==> src/rtl/core/lkvt_pkg.sv <==
`timescale 1ns / 1ps
`default_nettype none

package lkvt_pkg;

  typedef enum logic [1:0] {
    OP_ADD    = 2'd0,
    OP_READ   = 2'd1,
    OP_WRITE  = 2'd2,
    OP_DELETE = 2'd3
  } op_e;

  typedef enum logic {
    ST_IDLE = 1'b0,
    ST_EXEC = 1'b1
  } state_e;

  typedef struct packed {
    op_e         op;
    logic [31:0] key;
    logic [31:0] value;
  } req_t;

  typedef struct packed {
    logic [31:0] read_value;
    logic        found;
    logic        full_drop;
    logic        is_empty;
    logic [4:0]  count_after;
  } rsp_t;

  typedef struct packed {
    logic del_en;
    logic wr_en;
    logic ins_en;
  } cell_ctrl_t;

endpackage

`default_nettype wire

==> src/rtl/core/lkvt_cell.sv <==
`timescale 1ns / 1ps
`default_nettype none

module lkvt_cell import lkvt_pkg::*; #(
  parameter int unsigned KeyWidth   = 32,
  parameter int unsigned ValueWidth = 32
) (
  input  wire logic                  clk_i,
  input  wire logic                  occupied_i,
  input  wire logic                  tail_i,
  input  wire cell_ctrl_t            ctrl_i,
  input  wire logic [KeyWidth-1:0]   req_key_i,
  input  wire logic [ValueWidth-1:0] wr_value_i,
  input  wire logic [ValueWidth-1:0] ins_value_i,
  input  wire logic [KeyWidth-1:0]   nxt_key_i,
  input  wire logic [ValueWidth-1:0] nxt_value_i,
  input  wire logic                  hit_i,
  input  wire logic [ValueWidth-1:0] sel_value_i,
  output logic [KeyWidth-1:0]        key_o,
  output logic [ValueWidth-1:0]      value_o,
  output logic                       hit_o,
  output logic [ValueWidth-1:0]      sel_value_o
);

  logic [KeyWidth-1:0]   key_q, key_d;
  logic [ValueWidth-1:0] value_q, value_d;
  logic                  match;
  logic                  first;

  assign match       = occupied_i && (key_q == req_key_i);
  assign first       = match && !hit_i;
  assign hit_o       = hit_i || match;
  assign sel_value_o = first ? value_q : sel_value_i;
  assign key_o       = key_q;
  assign value_o     = value_q;

  always_comb begin
    key_d   = key_q;
    value_d = value_q;
    if (ctrl_i.del_en && hit_o) begin
      // close the gap: take the neighbour's entry
      key_d   = nxt_key_i;
      value_d = nxt_value_i;
    end else if (ctrl_i.wr_en && first) begin
      value_d = wr_value_i;
    end else if (ctrl_i.ins_en && tail_i) begin
      key_d   = req_key_i;
      value_d = ins_value_i;
    end
  end

  always_ff @(posedge clk_i) begin
    key_q   <= key_d;
    value_q <= value_d;
  end

endmodule

`default_nettype wire

==> src/rtl/core/linear_key_value_table_unit.sv <==
`timescale 1ns / 1ps
`default_nettype none

// Fixed-depth key/value table kept in insertion order, built as a row of DEPTH
// cells that each hold one entry. A request is registered when taken, resolved
// in EXEC: every cell compares its key at once, a hit flag ripples along
// the row to pick the oldest match, and on commit the cells append, overwrite,
// or shift down by one to close the gap of a delete. A new request is taken only
// once the last commits; commits wait while the output register holds an
// untaken response. Inserts into a full table are dropped, flagged in full_drop.

module linear_key_value_table_unit import lkvt_pkg::*; #(
  parameter int unsigned DEPTH       = 16,
  parameter int unsigned KEY_WIDTH   = 32,
  parameter int unsigned VALUE_WIDTH = 32
) (
  input  wire logic clk_i,
  input  wire logic rst_ni,
  input  wire logic in_valid_i,
  output logic      in_ready_o,
  input  wire req_t in_req_i,
  output logic      out_valid_o,
  input  wire logic out_ready_i,
  output rsp_t      out_rsp_o
);

  localparam int unsigned CntWidth = $clog2(DEPTH + 1);

  state_e                state_q, state_d;
  req_t                  req_q;
  rsp_t                  rsp_q, rsp_d;
  logic                  out_valid_q, out_valid_d;
  logic [CntWidth-1:0]   count_q, count_d;
  logic                  commit;
  logic                  full;
  logic                  found;
  logic [KEY_WIDTH-1:0]  req_key;
  logic [VALUE_WIDTH-1:0] req_value;
  logic [VALUE_WIDTH-1:0] ins_value;
  logic [VALUE_WIDTH-1:0] hit_value;
  logic [VALUE_WIDTH-1:0] rv;
  logic                  drop;
  logic                  ins_need;
  cell_ctrl_t            ctrl;
  logic [63:0]           key_ext;
  logic [63:0]           val_ext;
  logic [63:0]           rv_ext;
  logic [31:0]           cnt_ext;

  logic [KEY_WIDTH-1:0]   cell_key   [DEPTH];
  logic [VALUE_WIDTH-1:0] cell_value [DEPTH];
  logic                   hit_chain  [DEPTH+1];
  logic [VALUE_WIDTH-1:0] sel_chain  [DEPTH+1];

  assign key_ext   = {32'd0, req_q.key};
  assign val_ext   = {32'd0, req_q.value};
  assign req_key   = key_ext[KEY_WIDTH-1:0];
  assign req_value = val_ext[VALUE_WIDTH-1:0];

  assign hit_chain[0] = 1'b0;
  assign sel_chain[0] = '0;
  assign found        = hit_chain[DEPTH];
  assign hit_value    = sel_chain[DEPTH];
  assign full         = (count_q == CntWidth'(DEPTH));

  for (genvar i = 0; i < DEPTH; i++) begin : g_cell
    logic [KEY_WIDTH-1:0]   nxt_key;
    logic [VALUE_WIDTH-1:0] nxt_value;
    if (i < DEPTH - 1) begin : g_mid
      assign nxt_key   = cell_key[i+1];
      assign nxt_value = cell_value[i+1];
    end else begin : g_last
      assign nxt_key   = cell_key[i];
      assign nxt_value = cell_value[i];
    end

    lkvt_cell #(
      .KeyWidth  (KEY_WIDTH),
      .ValueWidth(VALUE_WIDTH)
    ) u_cell (
      .clk_i      (clk_i),
      .occupied_i (CntWidth'(i) < count_q),
      .tail_i     (CntWidth'(i) == count_q),
      .ctrl_i     (ctrl),
      .req_key_i  (req_key),
      .wr_value_i (req_value),
      .ins_value_i(ins_value),
      .nxt_key_i  (nxt_key),
      .nxt_value_i(nxt_value),
      .hit_i      (hit_chain[i]),
      .sel_value_i(sel_chain[i]),
      .key_o      (cell_key[i]),
      .value_o    (cell_value[i]),
      .hit_o      (hit_chain[i+1]),
      .sel_value_o(sel_chain[i+1])
    );
  end

  // next state
  always_comb begin
    state_d = state_q;
    unique case (state_q)
      ST_IDLE: begin
        if (in_valid_i) begin
          state_d = ST_EXEC;
        end
      end
      ST_EXEC: begin
        if (!out_valid_q || out_ready_i) begin
          state_d = ST_IDLE;
        end
      end
      default: state_d = ST_IDLE;
    endcase
  end

  // outputs
  always_comb begin
    in_ready_o = 1'b0;
    commit     = 1'b0;
    unique case (state_q)
      ST_IDLE: in_ready_o = 1'b1;
      ST_EXEC: commit     = !out_valid_q || out_ready_i;
      default: ;
    endcase
  end

  // resolve the request against the row
  always_comb begin
    ins_need  = 1'b0;
    ins_value = req_value;
    rv        = '0;
    drop      = 1'b0;
    ctrl      = '0;
    count_d   = count_q;
    case (req_q.op)
      OP_ADD: begin
        ins_need = 1'b1;
        rv       = full ? '0 : req_value;
      end
      OP_READ: begin
        ins_value = '0;
        if (found) begin
          rv = hit_value;
        end else begin
          ins_need = 1'b1;
        end
      end
      OP_WRITE: begin
        if (found) begin
          rv        = req_value;
          ctrl.wr_en = commit;
        end else begin
          ins_need = 1'b1;
          rv       = full ? '0 : req_value;
        end
      end
      default: begin
        if (found) begin
          rv          = hit_value;
          ctrl.del_en = commit;
          count_d     = count_q - CntWidth'(1);
        end
      end
    endcase
    if (ins_need) begin
      drop = full;
      if (!full) begin
        ctrl.ins_en = commit;
        count_d     = count_q + CntWidth'(1);
      end
    end
  end

  assign rv_ext  = 64'(rv);
  assign cnt_ext = 32'(count_d);

  always_comb begin
    rsp_d.read_value  = rv_ext[31:0];
    rsp_d.found       = found;
    rsp_d.full_drop   = drop;
    rsp_d.is_empty    = (count_d == '0);
    rsp_d.count_after = cnt_ext[4:0];
  end

  always_comb begin
    out_valid_d = out_valid_q;
    if (commit) begin
      out_valid_d = 1'b1;
    end else if (out_ready_i) begin
      out_valid_d = 1'b0;
    end
  end

  always_ff @(posedge clk_i or negedge rst_ni) begin
    if (!rst_ni) begin
      state_q     <= ST_IDLE;
      out_valid_q <= 1'b0;
      count_q     <= '0;
    end else begin
      state_q     <= state_d;
      out_valid_q <= out_valid_d;
      if (commit) begin
        count_q <= count_d;
      end
    end
  end

  always_ff @(posedge clk_i) begin
    if (in_valid_i && in_ready_o) begin
      req_q <= in_req_i;
    end
    if (commit) begin
      rsp_q <= rsp_d;
    end
  end

  assign out_valid_o = out_valid_q;
  assign out_rsp_o   = rsp_q;

endmodule

`default_nettype wire
==> config.mk <==
export PLATFORM = sky130hd
export DESIGN_NAME = linear_key_value_table_unit
export DESIGN_NICKNAME = d
export VERILOG_FILES = /design/src/rtl/core/lkvt_pkg.sv /design/src/rtl/core/lkvt_cell.sv /design/src/rtl/core/linear_key_value_table_unit.sv
export SDC_FILE = /design/constraint.sdc
export NUM_CORES = 2
export LEC_CHECK = 0
export ABC_AREA = 1
export BUFFER_PORTS_ARGS = -buffer_cell sky130_fd_sc_hd__buf_2
export CAP_MARGIN = 5
export CORE_MARGIN = 2
export CORE_UTILIZATION = 55
export DETAILED_ROUTE_END_ITERATION = 12
export GPL_TIMING_DRIVEN = 0
export PLACE_DENSITY = 0.81
export SYNTH_ARGS = -nofsm -noshare
export SYNTH_HDL_FRONTEND = slang
export SYNTH_SLANG_ARGS = --single-unit
==> constraint.sdc <==
create_clock -name clk_i -period 5.7 [get_ports clk_i]
set_input_delay 1.14 -clock clk_i [delete_from_list [all_inputs] [get_ports clk_i]]
set_output_delay 1.14 -clock clk_i [all_outputs]
set_load 0.005 [all_outputs]
Word level (Yosys, flattened, before mapping)
Cells that the tools add are included.
{"block": "op_classes", "n_eq_ne": 49, "bitwise_logic": 3, "n_reduce_logical": 166, "n_lt_le_gt_ge": 16, "muxes": 131, "addsub": 2}
{"op": "$mux 32", "count": 112}
{"op": "$eq 32x32->1", "count": 16}
{"op": "$logic_and 1x1->1", "count": 80}
{"op": "$pmux 32 s2", "count": 1}
{"op": "$reduce_bool 3->1", "count": 15}
{"op": "$eq 4x5->1 const A", "count": 8}
{"op": "$lt 4x5->1 const A", "count": 8}
{"op": "$reduce_bool 2->1", "count": 17}
{"op": "$reduce_and 2->1", "count": 16}
{"op": "$ne 2x1->1 const B", "count": 15}
{"op": "$eq 3x5->1 const A", "count": 4}
{"op": "$lt 3x5->1 const A", "count": 4}
{"op": "$mux 5", "count": 4}
{"op": "$logic_not 1->1", "count": 16}
{"op": "$logic_or 1x1->1", "count": 16}
{"op": "$mux 1", "count": 12}
{"op": "$eq 2x5->1 const A", "count": 2}
{"op": "$logic_not 5->1", "count": 2}
{"op": "$lt 1x5->1 const A", "count": 2}
{"op": "$lt 2x5->1 const A", "count": 2}
{"op": "$add 5x1->5 const B", "count": 1}
{"op": "$eq 1x5->1 const A", "count": 1}
{"op": "$eq 5x5->1 const B", "count": 1}
{"op": "$sub 5x1->5 const B", "count": 1}
{"op": "8 further kinds", "count": 11}
{"block": "word_totals", "ff_bits": 1137, "wordCells": 410, "inputBits": 70, "output_inout_bits": 42}

Logic depth before layout (Yosys ltp)
{"block": "depth", "ltp_word": 24, "ltp_mapped": 33, "ltp_nobuf": 32}

Hierarchy
A second synthesis with hierarchy kept.
{"block": "hier_totals", "cells_unflattened": 9787, "hier_area_um2": 72893.7}
{"mod": "lkvt_cell", "seq_area_each_um2": 1921.8, "cells_each": 586, "n_inst": 16, "area_per_inst_um2": 4255.3}
{"mod": "linear_key_value_table_unit", "seq_area_each_um2": 3358.2, "cells_each": 411, "n_inst": 1, "area_per_inst_um2": 4808.4}

Worst setup path before layout
OpenSTA, ideal clock, no wires.
{"block": "synth_timing", "path_kind": "input port to flip-flop", "start": "in out_ready_i", "end": "reg g_cell[0].u_cell.key_q[0] (enable)", "setup_slack_ns": 0.040, "t_required_ns": 5.230, "stages": 8, "setup_ns": 0.470, "arrival_time_ns": 5.190, "path_cell_list": "inv_1 > nand2_1 > nand2_1 > inv_1 > buf_1 > nand3_2 > nor2_1 > o31ai_1"}
{"block": "synth_via", "elab_chain_len": 7, "elab_cells_between_ends": 13, "classes_between": "eq/ne (1); mux (6); reduce/logical (6)"}
{"item": "from (decl)", "line_no": "linear_key_value_table_unit.sv:23", "source": "input wire logic out_ready_i,"}
{"item": "$logic_or 1x1->1 *", "line_no": "linear_key_value_table_unit.sv:123", "source": "ST_EXEC: commit = !out_valid_q || out_ready_i;"}
{"item": "$mux 1 *", "line_no": "linear_key_value_table_unit.sv:121", "source": "unique case (state_q)"}
{"item": "named net commit", "line_no": "linear_key_value_table_unit.sv:34", "source": "logic commit;"}
{"item": "$mux 1, on equally long branches", "line_no": "linear_key_value_table_unit.sv:150, linear_key_value_table_unit.sv:159, linear_key_value_table_unit.sv:168"}
{"item": "$mux 1, on equally long branches", "line_no": "linear_key_value_table_unit.sv:136, linear_key_value_table_unit.sv:166"}
{"item": "$logic_and 1x1->1, on equally long branches", "line_no": "lkvt_cell.sv:44, lkvt_cell.sv:40, lkvt_cell.sv:46"}
{"item": "$ne 2x1->1 (no source line) or $reduce_bool 2->1 (tied branches)"}
{"item": "$reduce_and 2->1 (no source line) *"}
{"item": "to (signal assigned)", "line_no": "lkvt_cell.sv:53", "source": "key_q <= key_d;"}
{"item": "to (decl)", "line_no": "lkvt_cell.sv:25", "source": "logic [KeyWidth-1:0] key_q, key_d;"}
The timed path passes the listed nets; every way through them passes the cells marked *.
A chain may end at the register's enable or synchronous reset.

Worst setup path in the final report
{"block": "layout_timing", "start": "reg req_q (netlist bit req_key[14])", "end": "reg g_cell[0].u_cell.value_q[30] (enable)"}
{"block": "layout_via", "elab_chain_len": 22, "elab_cells_between_ends": 57, "classes_between": "eq/ne (16); mux (6); reduce/logical (35)"}
{"item": "from (decl)", "line_no": "linear_key_value_table_unit.sv:30", "source": "req_t req_q;"}
{"item": "from (signal assigned)", "line_no": "linear_key_value_table_unit.sv:211", "source": "req_q <= in_req_i;"}
{"item": "$eq 32x32->1", "line_no": "lkvt_cell.sv:30", "source": "assign match = occupied_i && (key_q == req_key_i);"}
{"item": "$logic_and 1x1->1", "line_no": "lkvt_cell.sv:30"}
{"item": "$logic_or 1x1->1 (14 in series)", "line_no": "lkvt_cell.sv:32", "source": "assign hit_o = hit_i || match;"}
{"item": "$logic_or 1x1->1 *", "line_no": "lkvt_cell.sv:32"}
{"item": "named net found", "line_no": "linear_key_value_table_unit.sv:36", "source": "logic found;"}
{"item": "$mux 1", "line_no": "linear_key_value_table_unit.sv:143, linear_key_value_table_unit.sv:150"}
{"item": "$pmux 1 s2", "line_no": "linear_key_value_table_unit.sv:136", "source": "case (req_q.op)"}
{"item": "$mux 1", "line_no": "linear_key_value_table_unit.sv:166", "source": "if (ins_need) begin"}
{"item": "$logic_and 1x1->1", "line_no": "lkvt_cell.sv:46", "source": "end else if (ctrl_i.ins_en && tail_i) begin"}
{"item": "$reduce_bool 3->1 (no source line) *"}
{"item": "to (signal assigned)", "line_no": "lkvt_cell.sv:54", "source": "value_q <= value_d;"}
{"item": "to (decl)", "line_no": "lkvt_cell.sv:26", "source": "logic [ValueWidth-1:0] value_q, value_d;"}
Marked as above.

==> results <==
- The most frequent cell on the critical path is sky130_fd_sc_hd__buf_4.
- The area share of the leading cell type in the synthesized netlist is 55.70%.
- The number of top-level design ports is 112.
- STA classifies the critical path startpoint as a flip-flop.
- Summing all placed instances gives a cell area of 63,800 µm².
- After layout, the worst path uses 100.4% of the clock period.
- Summing the areas of all and, or, nand and nor instances in the mapped netlist gives 19.58% of the synthesized area.
- In this run, synthesis produced a sequential element count of 1,137.
- The worst register-to-register path begins at req_key[14].
- The portion of synthesized area spent on multiplexers is 3.253%.
- The remaining global-route overflow is 0.
- In the routed layout, each cell is associated on average with a via count of 6.198.
- The run finished, with violations left.
- The static leakage power is 27.73 nW.
- At the worst endpoint, the required time is 6.18 ns.
- The via count of the routed design is 52,799.
- Yosys printed 0 warnings.
- For this block, wires on met1 add up to 94.39 mm.
- In the routed design, unresolved DRC markers number 0.
- The worst min-delay path category is primary input to asynchronous set/reset pin.
- The longest clock path from root to sink contains 3 buffers.
- STA puts the critical path data arrival time at 6.20 ns.
- In this run the power density over the cells is 338.6 nW/µm².
- The critical path starts at req_key[14].
- Once routing completed, OpenROAD measured the worst setup slack at -0.02092 ns.
- The detail route stage leaves a number of antenna-violating nets equal to 0.
- Hold timing on the final database bottoms out at a slack of 0.3187 ns.
- The per-cell routed wire length is 29.29 µm.
- The total die area is 113,400 µm².
- By area the synthesized netlist is led by sky130_fd_sc_hd__edfxtp_1 (56%), sky130_fd_sc_hd__nand2_1 (10%), sky130_fd_sc_hd__nand3_1 (6.4%).
- The wire length of the first global-routing pass is 345.7 mm.
- OpenSTA, run right after detailed placement, puts the worst setup slack at -1.661 ns.
- The number of DRC markers after the initial detailed-route iteration is 9,548.
- The H-tree was split into 4 levels.
- CTS placed an instance of sky130_fd_sc_hd__clkbuf_16 at the clock tree root.
- The top cell types in the final layout, fill and taps aside, are sky130_fd_sc_hd__nand2_1 (1,617), sky130_fd_sc_hd__edfxtp_1 (1,130), sky130_fd_sc_hd__nand3_1 (771), sky130_fd_sc_hd__o21ai_0 (693), sky130_fd_sc_hd__inv_1 (630).
- The finished cells cover 69,110 µm².
- The gate count after technology mapping is 6,605.
- The setup-violating endpoint count in the final report is 11.
- The worst setup path is captured at a flip-flop.
- The number of antenna violations at the first check in global routing is 15.
- The starting density of the core is 55.28%.
- The highest metal layer carrying signal wires in the routed design is met5.
- The largest clock skew in the final design is 0.03006 ns.
- The mean post-synth cell area is 9.223 µm².
- The congestion estimate from routability-driven global placement came to 1.021.
- Across the whole layout, storage elements account for 34,110 µm².
- The total length of routed wires is 249.5 mm.
- The row count is 122.
- Of the synthesized area, sequential elements account for 55.99%.
- The hold violation total from the final report is 0.
- The pre-antenna-repair detailed-routing pass consisted of 12 iterations.
- The aggregate global-route resource usage is 43.62%.
- The number of global-route vias before repair is 48,413.
- Walking the worst path, the cells encountered are buf_2 > clkbuf_4 > o22ai_1 > or4_1 > nor4_1 > nand3_2 > nand4_4 > nor2_4 > nand3_4 > nand2_2 > inv_2 > nand2_4 > inv_2 > buf_6 > nand2_2 > buf_6 > buf_4 > o211ai_1 > buf_4 > buf_4 > buf_4.
- Summing the areas of all compound-gate instances in the mapped netlist gives 9.242% of the synthesized area.
- Measured against its own limit, the worst slew margin works out to -4.018%.
- For the pin with the worst max-slew slack, the measured transition is 1.560 ns.
- The mapped netlist covers 60,920 µm².
- The wire length on met2 is 107.4 mm.
- The largest single stage delay on the critical path is 0.66 ns.
- The layout overhead on the synthesized area is 13.44%.
- Static timing analysis puts the maximum clock frequency at 174.8 MHz.
- The post-synthesis net count is 6,684.
- The most common library cell in the layout ignoring fill and taps is sky130_fd_sc_hd__nand2_1.
- The number of sinks on the clock net is 1,137.
- The xor-xnor portion of the synthesized cell area is 3.680%.
- The clock reaches the later pin of the worst-skew pair after 0.78 ns.
- The dominant cell type by area after synthesis is sky130_fd_sc_hd__edfxtp_1.
- The share of the core filled with cells is 62.71%.
- The final max-slew violation count is 11.
- The maximum fanout encountered on the critical timing path is 12.
- Detailed placement finished with a half-perimeter wire length of 194.2 mm.
- The length of routed met3 wiring is 33.11 mm.
- Across the run, the number of max-cap violations was 1.
- The cell type of the slowest stage on the worst timing path is sky130_fd_sc_hd__or4_1.
- The core region is 110,200 µm².
- The clock transition at the registers of the reported paths is 0.07 ns.
- VDD sags by at most 0.2910 mV.
- The critical path in this run is classified as flip-flop to flip-flop.
- The number of filler instances in the final layout is 9,079.
- The TritonCTS buffer count is 130.
- The unique cell type count in the Yosys netlist is 53.
- The final net count is 7,003.
- The checks that failed: capacitance limit, slew limit, setup timing.
- The post-route netlist has 12.52% of its cells at a drive strength greater than 1.
- The combinational family with the most area after synthesis is simple AND/OR/NAND/NOR gates.
- The maximum number of pins on one net before global-route repair is 45.
- Input and output buffers added on the ports amount to 111.
- The post-route minimum period is 5.721 ns.
- Summing the areas of all fa, ha and maj instances in the mapped netlist gives 0.1848% of the synthesized area.
- The multi-input combinational cells in the finished layout cover a total of 22,380 µm².
- The x dimension of the die is 336.8 µm.
- The CTS tree is yes.
- Measured along the y axis, the die boundary spans 336.8 µm.
==> registers in the layout (all words and copies together) (netlist names) <==
register	flops
count_q	5
g_cell.u_cell.key_o	512
g_cell.u_cell.value_o	512
out_rsp_o	40
out_valid_o	1
req_key	32
req_q	2
req_value	32
state_q	1
==> timing repair <==
| action | CTS | global route |
|---|---|---|
| setup endpoints to repair | 2049 | 1083 |
| gates resized for setup | 113 | 101 |
| gates cloned | 4 | 0 |
| hold buffers | 0 | 0 |
| pin swaps | 10 | 6 |
| setup buffers | 27 | 24 |
==> final cells by class <==
cell class,count,share of cell area (%)
sequential,1137,49.35
multi-input combinational,4263,32.38
clock buffer,166,5.087
buffer,534,3.751
inverter,672,3.737
tap,1488,2.694
timing repair buffer,185,2.006
clock inverter,69,0.9704
antenna,4,0.01448
timing repair inverter,1,0.01086
==> per-stage QoR <==
step	instances	TNS, ns	power [W]
final	8519	-0.2197	0.02340
after global routing	8515	-0.5222	0.02383
after CTS	8493	0	0.02293
after detailed placement	8227	-1766.40	0.01465
after global placement	8204	-2558.38	0.01457
after floorplan	6605	0	0.01256
==> cell usage after synthesis (all sizes together) <==
cell type	n
nand2	1639
edfxtp	1130
nand3	785
o21ai	724
inv	664
clkbuf	275
buf	261
nor2	190
mux2	176
xnor2	141
a21oi	133
xor2	115
o22ai	94
nand4	80
nor4	42
o211ai	35
nor3	16
o2111ai	13
or2	12
a221oi	11
o221ai	10
ha	9
clkinv	8
a22o	7
dfrtp	7
a31oi	5
a211oi	4
nand3b	4
or4	3
a2111oi	2
o2111a	2
o21bai	2
and3	1
nor2b	1
nor3b	1
nor4b	1
o21a	1
o31ai	1
==> per-layer routing <==
layer  vias up  global-route usage (%)
li1      23163                       -
met1     24694                   59.18
met2      4178                   65.14
met3       754                   10.84
met4        10                   22.41
met5         -                       0
==> power by group <==
group	total (W)	leakage (nW)	switching, W	internal [W]
registers	0.0101	10.3	0.000192	0.00987
logic	0.00492	15.3	0.00357	0.00135
clock network	0.00842	2.05	0.00355	0.00487
==> critical path: cells and delay by family, from the launching register on <==
family / cells / cell delay, ns
AO/OA/AOI/OAI: 2 / 0.25
buffers and inverters: 10 / 2.62
flip-flops: 1 / 0.51
AND/OR/NAND/NOR: 9 / 1.96
==> cells by family (layout without fill, tap and decap cells) <==
| logic type | Yosys count | after routing |
|---|---|---|
| AND/OR/NAND/NOR | 2775 | 2777 |
| buffers and inverters | 1208 | 1627 |
| flip-flops | 1137 | 1137 |
| AO/OA/AOI/OAI | 1044 | 1045 |
| XOR/XNOR | 256 | 256 |
| multiplexers | 176 | 176 |
| adder cells (fa/ha/maj) | 9 | 9 |
| other | 0 | 4 |
==> worst paths after layout <==
path,end,slack [ns],depth (start not counted)
worst min register to register,g_cell[15].u_cell.key_o[0],0.48,0
max in group asynchronous,count_q[4],5.03,1
worst max register to register,g_cell[0].u_cell.value_o[30],-0.02,21
worst max-delay path,g_cell[0].u_cell.value_o[30],-0.02,21
worst min-delay path,count_q[0],0.32,1
min in group clk_i,g_cell[15].u_cell.key_o[0],0.48,0
Note: power is estimated with default switching activity, not from simulation.
